===== config.mk =====
export PLATFORM = sky130hd
export DESIGN_NAME = acr_mul
export DESIGN_NICKNAME = d
export VERILOG_FILES = /design/src/rtl/core/acr_pkg.sv /design/src/rtl/core/acr_mul.sv
export SDC_FILE = /design/constraint.sdc
export NUM_CORES = 1
export LEC_CHECK = 0
export ABC_AREA = 1
export CORE_AREA = 2 2 158 122
export CTS_CLUSTER_DIAMETER = 30
export DETAILED_ROUTE_END_ITERATION = 8
export DIE_AREA = 0 0 160 124
export DONT_BUFFER_PORTS = 1
export PLACE_DENSITY = 0.69
export SYNTH_ARGS = -nofsm -noshare
export SYNTH_HDL_FRONTEND = slang
export SYNTH_SLANG_ARGS = --single-unit

===== constraint.sdc =====
create_clock -name clk -period 4.6 [get_ports clk]
set_input_delay 0.46 -clock clk [delete_from_list [all_inputs] [get_ports clk]]
set_output_delay 0.46 -clock clk [all_outputs]
set_load 0.02 [all_outputs]

===== src/rtl/core/acr_pkg.sv =====
`timescale 1ns / 1ps
// ----------------------------------------------------------------------------
// acr_pkg
// Shared types and constants of the allpass/comb reverberator.
// ----------------------------------------------------------------------------
package acr_pkg;

	// default sizes
	localparam int DEF_MAX_DELAY   = 8192;
	localparam int DEF_SAMPLE_BITS = 24;
	localparam int DEF_CHANNELS    = 2;

	// register file
	localparam int NUM_LINES = 7;
	localparam int NUM_AP    = 3;
	localparam int LINE_W    = 3;
	localparam int DLY_W     = 13;
	localparam int GAIN_W    = 15;
	localparam int CFG_IDX_W = 4;
	localparam int CFG_W     = 15;
	localparam logic [CFG_IDX_W-1:0] REG_GAIN = CFG_IDX_W'(7);

	localparam logic [DLY_W-1:0] DLY_RESET [NUM_LINES] = '{
		13'd347, 13'd113, 13'd37, 13'd1687, 13'd1601, 13'd2053, 13'd2251
	};
	localparam logic [GAIN_W-1:0] GAIN_RESET = 15'd20316;

	// gain digit size of the serial multiplier
	localparam int DIG_W = 4;

	// sequencer states
	typedef enum logic [2:0] {
		ST_IDLE,
		ST_RD,
		ST_WAIT,
		ST_MULX,
		ST_MULD,
		ST_UPD,
		ST_DONE
	} acr_state_t;

endpackage


===== src/rtl/core/acr_mul.sv =====
`timescale 1ns / 1ps
// ----------------------------------------------------------------------------
// acr_mul
// Digit-serial multiplier of a sample by a Q0.15 gain, rounded result.
// ----------------------------------------------------------------------------
module acr_mul import acr_pkg::*; #(
	parameter int SAMPLE_BITS = DEF_SAMPLE_BITS
) (
	input  logic                          clk,
	input  logic                          arst_n,
	input  logic                          start,
	input  logic signed [SAMPLE_BITS-1:0] operand,
	input  logic [GAIN_W-1:0]             gain,
	output logic                          done,
	output logic signed [SAMPLE_BITS+1:0] product
);

	localparam int NDIG  = (GAIN_W + DIG_W - 1) / DIG_W;
	localparam int GP_W  = NDIG * DIG_W;
	localparam int ACC_W = SAMPLE_BITS + GP_W + 1;
	localparam int PP_W  = SAMPLE_BITS + DIG_W + 1;
	localparam int CNT_W = (NDIG > 1) ? $clog2(NDIG) : 1;

	logic                          busy_q;
	logic                          done_q;
	logic [CNT_W-1:0]              cnt_q;
	logic signed [SAMPLE_BITS-1:0] opnd_q;
	logic [GP_W-1:0]               gsh_q;
	logic signed [ACC_W-1:0]       acc_q;
	logic signed [PP_W-1:0]        pp;
	logic signed [ACC_W-1:0]       rnd;

	// partial product of one gain digit
	assign pp = opnd_q * $signed({1'b0, gsh_q[GP_W-1 -: DIG_W]});

	// control
	always_ff @(posedge clk or negedge arst_n) begin
		if (!arst_n) begin
			busy_q <= 1'b0;
			done_q <= 1'b0;
			cnt_q  <= '0;
		end else begin
			done_q <= busy_q && !start && (cnt_q == '0);
			if (start) begin
				busy_q <= 1'b1;
				cnt_q  <= CNT_W'(NDIG - 1);
			end else if (busy_q) begin
				cnt_q <= cnt_q - 1'b1;
				if (cnt_q == '0)
					busy_q <= 1'b0;
			end
		end
	end

	// accumulate most significant digit first
	always_ff @(posedge clk) begin
		if (start) begin
			opnd_q <= operand;
			gsh_q  <= GP_W'(gain);
			acc_q  <= '0;
		end else if (busy_q) begin
			acc_q <= (acc_q <<< DIG_W) + ACC_W'(pp);
			gsh_q <= gsh_q << DIG_W;
		end
	end

	// round half up and drop the fraction
	assign rnd     = (acc_q + ACC_W'(16384)) >>> 15;
	assign product = rnd[SAMPLE_BITS+1:0];
	assign done    = done_q;

endmodule


# Yosys cells after proc, flatten, opt, wreduce, memory -nomap -nowiden
# Index checks and enable logic that the tools add are counted.
[op_classes]
n_reduce_logical = 5
multipliers = 1
muxes = 7
n_addsub = 3
[ops]
columns = ["operator", "n"]
rows = [
  ["$add 41x16->41 const B", 1],
  ["$add 41x29->41", 1],
  ["$mux 15", 2],
  ["$mul 24x5->29", 1],
  ["$mux 2", 2],
  ["$mux 1", 3],
  ["$logic_and 1x1->1", 2],
  ["$logic_not 2->1", 1],
  ["$reduce_bool 2->1", 1],
  ["$sub 2x1->2 const B", 1],
  ["$logic_not 1->1", 1],
]
[totals]
elab_cells = 23
input_bits = 42
register_bits = 85
out_inout_bits = 27

# Depth between registers and ports, before layout
[depth]
word_depth = 4
ltp_mapped = 23

# Least setup slack after synthesis
# Ideal clock, no wire load.
[synth_timing]
path_kind = "flip-flop to flip-flop"
startpoint = "register gsh_q[13]"
endpoint = "register acc_q[34]"
t_arrival_ps = 3671
path_slack_ps = 815
n_path_buf = 1
stages_incl_launch_ff = 20
path_cell_list = "edfxtp_1 -> clkbuf_1 -> nand2_1 -> fa_1 -> inv_1 -> fa_1 -> inv_1 -> fa_1 -> inv_1 -> ha_1 -> or2_1 -> and2_1 -> nand2_1 -> nand2_1 -> nand2_1 -> nand2_1 -> nand2_1 -> nand3_1 -> nand3_1 -> nand2_1"
[synth_via]
elab_chain_cells = 2
[synth_rtl]
columns = ["item", "line", "text"]
rows = [
  ["start, declared", "acr_mul.sv:28", "logic [GP_W-1:0] gsh_q;"],
  ["start signal, assigned", "acr_mul.sv:59", "gsh_q <= GP_W'(gain);"],
  ["start signal, assigned", "acr_mul.sv:63", "gsh_q <= gsh_q << DIG_W;"],
  ["$mul 24x5->29", "acr_mul.sv:34", "assign pp = opnd_q * $signed({1'b0, gsh_q[GP_W-1 -: DIG_W]});"],
  ["$add 41x29->41", "acr_mul.sv:62", "acc_q <= (acc_q <<< DIG_W) + ACC_W'(pp);"],
  ["end signal, assigned", "acr_mul.sv:62", ""],
  ["end, declared", "acr_mul.sv:29", "logic signed [ACC_W-1:0] acc_q;"],
]
# No other way between the ends.
# A chain may end at the register's enable or synchronous reset.

# Worst setup path after layout
[layout_timing]
startpoint = "register gsh_q[12]"
endpoint = "register acc_q[18]"
# Same word-level chain as after synthesis.

==> metrics.md <==
| Metric | Value |
|---|---|
| Area of the multi-input gates | between 6000 and 7000 sq um |
| Post-synth EDFFs | 39 |
| Number of CTS-inserted buffers | 9 |
| Syn_area_per_cell | 7.08 sq um |
| Congestion Overflow GR | 0 |
| Initial antenna violation count | 1 |
| Peak VDD IR | about 240 uV |
| Fin area | 10600 sq um |
| Largest net degree at the start of global routing | 44 |
| Synthesized flop and latch total | 85 |
| First-pass GRT wire length | 40100 um |
| Clock slew at reported path FFs | 80 ps |
| CTS tree | built |
| Count of pins over their slew limit | 0 |
| Most common cell in the netlist | nand2_1 |
| Port bufs | 0 |
| Die width | about 160 um |
| Crit path DAT | 4490 ps |
| Slew headroom | 56.1% |
| Crit-path slowest cell | fa_1 |
| Drt drc | 0 |
| Critical Path RT | 4830 ps |
| Synth Area in Adders | 30.3% |
| Flip-flop and latch area | 2110 sq um |
| CP Max Fanout | 14 |
| Total GRT Usage | 26.1% |
| Area share of the largest cell type after synthesis | 19.7% |
| CTS H-tree depth | 3 |
| FMAX | 235 MHz |
| Top cell by count, worst path | inv_1 |
| Initial Util | 54.3% |
| Crit-path cells | buf_4 -> buf_4 -> nand2_1 -> fa_1 -> inv_1 -> fa_1 -> inv_1 -> fa_1 -> inv_1 -> ha_1 -> nand2_1 -> inv_1 -> a21oi_1 -> nor2_1 -> nor2_1 -> nand2_1 -> o21ai_0 -> o21ai_0 |
| Core ar. | 18200 sq um |
| Top FF cell, synth | dfxtp_1 |
| # IOs | 69 |
| Clock skew | 10.2 ps |
| Final period util | between 90% and 100% |
| Routed wire length | 24500 um |
| Via-to-Cell Ratio | 5.00 |
| Clk Latency, worst-skew pair | 370 ps |
| Proportion of synthesized area in mux cells | 0% |
| Fillers | 1788 |
| Seq/Total Area, Yosys | 21.4% |
| Routability cong. | 0.967 |
| Tmin final | 4260 ps |
| Combinational family with the most area after synthesis | adder cells |
| Nets | 1627 |
| Outcome | completed |
| Worst setup SP type | register |
| Die ar. | 19800 sq um |
| Synth cell types | 37 |
| Unrepaired setup endpoints after global routing | false |
| Hold Crit Class | input pin to register |
| Detail Placement HPWL | 20000 um |
| Crit. End Element | register |
| Row cnt | between 40 and 50 |
| Setup TNS | 0 ps |
| Post-synth top cells | nand2_1 (417), inv_1 (369), fa_1 (97) |
| Max incr delay on CP | 520 ps |
| Max cap viols | 0 |
| Iter 0 DRT Violations | 583 |
| Synth area leaders | fa_1 (20%), nand2_1 (16%), inv_1 (14%), edfxtp_1 (12%), ha_1 (11%) |
| Worst slew pin tran | 658 ps |
| Leak Pwr | 6.13 nW |
| Die extent in y | 124 um |
| Power Density | 637 nW/um^2 |
| Number of routed nets with antenna violations | 0 |
| Final-report setup violation count | 0 |
| Number of global-route vias before repair | 7804 |
| Synthesized cell area | 9870 sq um |
| Clock buffer depth | 2 |
| Synth Area in Simple Gates | 25.1% |
| Vias | 8289 |
| Compound-Gate Fraction of Synth Area | 5.68% |
| Placed Area | 10300 sq um |
| Largest area contributor in the netlist | fa_1 |
| Final hold vios | 0 |
| Clock Sinks | 85 |
| Fraction of layout cells with a size suffix above 1 | ~4.0% |
| Synth-to-layout area growth | 7.52% |
| Clock Root Buffer | clkbuf_16 |
| Ys async rst share | about 4.7% |
| Net Count, Synth | 1616 |
| Crit Path Category | register to register |
| Post-Synthesis Cells | 1393 |
| Drt wl/cell | 14.8 um |
| TritonRoute pass-1 iters | 5 |
| Syn. warnings | 0 |
| Post-Synth XOR/XNOR Area | 2.66% |
-- sequential cells by signal, summed over array words and instances (netlist names) --
| name | flops |
|---|---|
| acc_q | 41 |
| opnd_q | 24 |
| gsh_q | 16 |
| cnt_q | 2 |
| busy_q | 1 |
| done | 1 |
-- per-stage QoR --
| step | utilization [%] | std cells | total power [W] | hold WS, ps | worst slack, ps |
|---|---|---|---|---|---|
| 4_1_cts | 58.2 | 1655 | 0.00672 | 173 | 137 |
| 3_5_place_dp | 56.5 | 1638 | 0.00590 | 165 | 188 |
| 5_1_grt | 58.3 | 1656 | 0.00751 | 168 | 34.1 |
| 2_1_floorplan | - | 1393 | 0.00467 | 164 | 815 |
| 3_3_place_gp | 56.5 | 1638 | 0.00586 | 165 | 177 |
| 6_report | 58.3 | 1657 | 0.00675 | 182 | 340 |
-- timing repair --
item	CTS	global route
hold endpoints to repair	4	0
setup endpoints to repair	0	16
resized for setup	0	0
hold buffers	1	0
buffers inserted	0	1
-- power by group --
group / switching, W / internal [W] / leakage [nW]
Combinational: 0.00321 / 0.00160 / 5.18
Clock: 0.000387 / 0.000390 / 0.151
Sequential: 0.000187 / 0.000985 / 0.795
-- worst max-delay path: cells and delay by family (launching register included) --
kind	cells	cell delay [ps]
buffers and inverters	6	640
AOI/OAI and AO/OA	3	760
adders and majority gates	4	1820
DFF	1	350
and+or+nand+nor	5	530
-- routing by layer --
metal	global-route usage [%]	up-vias	share of wire [%]
met4	5.46	0	1.2
li1	-	4170	-
met3	4.93	17	6.6
met1	39.6	3865	52
met2	38.8	237	41
met5	0	-	0
-- path summary, 6_finish.rpt --
kind	start	to	slack (ps)	cells after the start
min reg2reg	acc_q[40]	acc_q[40]	480	2
min in group asynchronous	arst_n	done	360	1
max in group asynchronous	arst_n	busy_q	4070	1
max	gsh_q[12]	acc_q[18]	340	18
min	operand[0]	opnd_q[0]	180	0
max reg2reg	gsh_q[12]	acc_q[18]	340	18
-- cell families after synthesis --
family | Yosys count
and+or+nand+nor | 601
buffers and inverters | 391
adders and majority gates | 181
AOI/OAI and AO/OA | 105
DFF | 85
xor gates and xnor gates | 30
-- cell type report --
class,count,share of cell area [%]
Antenna cell,1,0.0236
Clock buffer,9,2.12
Clock inverter,7,0.814
Inverter,370,13.1
Multi-Input combinational cell,917,59.3
Sequential cell,85,19.9
Tap cell,247,2.91
Timing Repair Buffer,21,1.86
-- cells in the final DEF (no fill, tap or decap), types with 3 or more instances in the layout --
cell,instances
a21oi_1,43
buf_12,3
buf_4,17
clkbuf_16,9
clkinv_8,3
dfrtp_1,4
dfxtp_1,42
edfxtp_1,39
fa_1,97
ha_1,84
inv_1,369
inv_6,3
nand2_1,417
nand2_2,4
nand3_1,55
nand4_1,5
nor2_1,85
nor2_2,3
nor3_1,14
o21ai_0,44
o21bai_1,6
o22ai_1,8
or2_2,4
xnor2_1,6
xor2_1,24
Power figures use the tool's default switching activity.
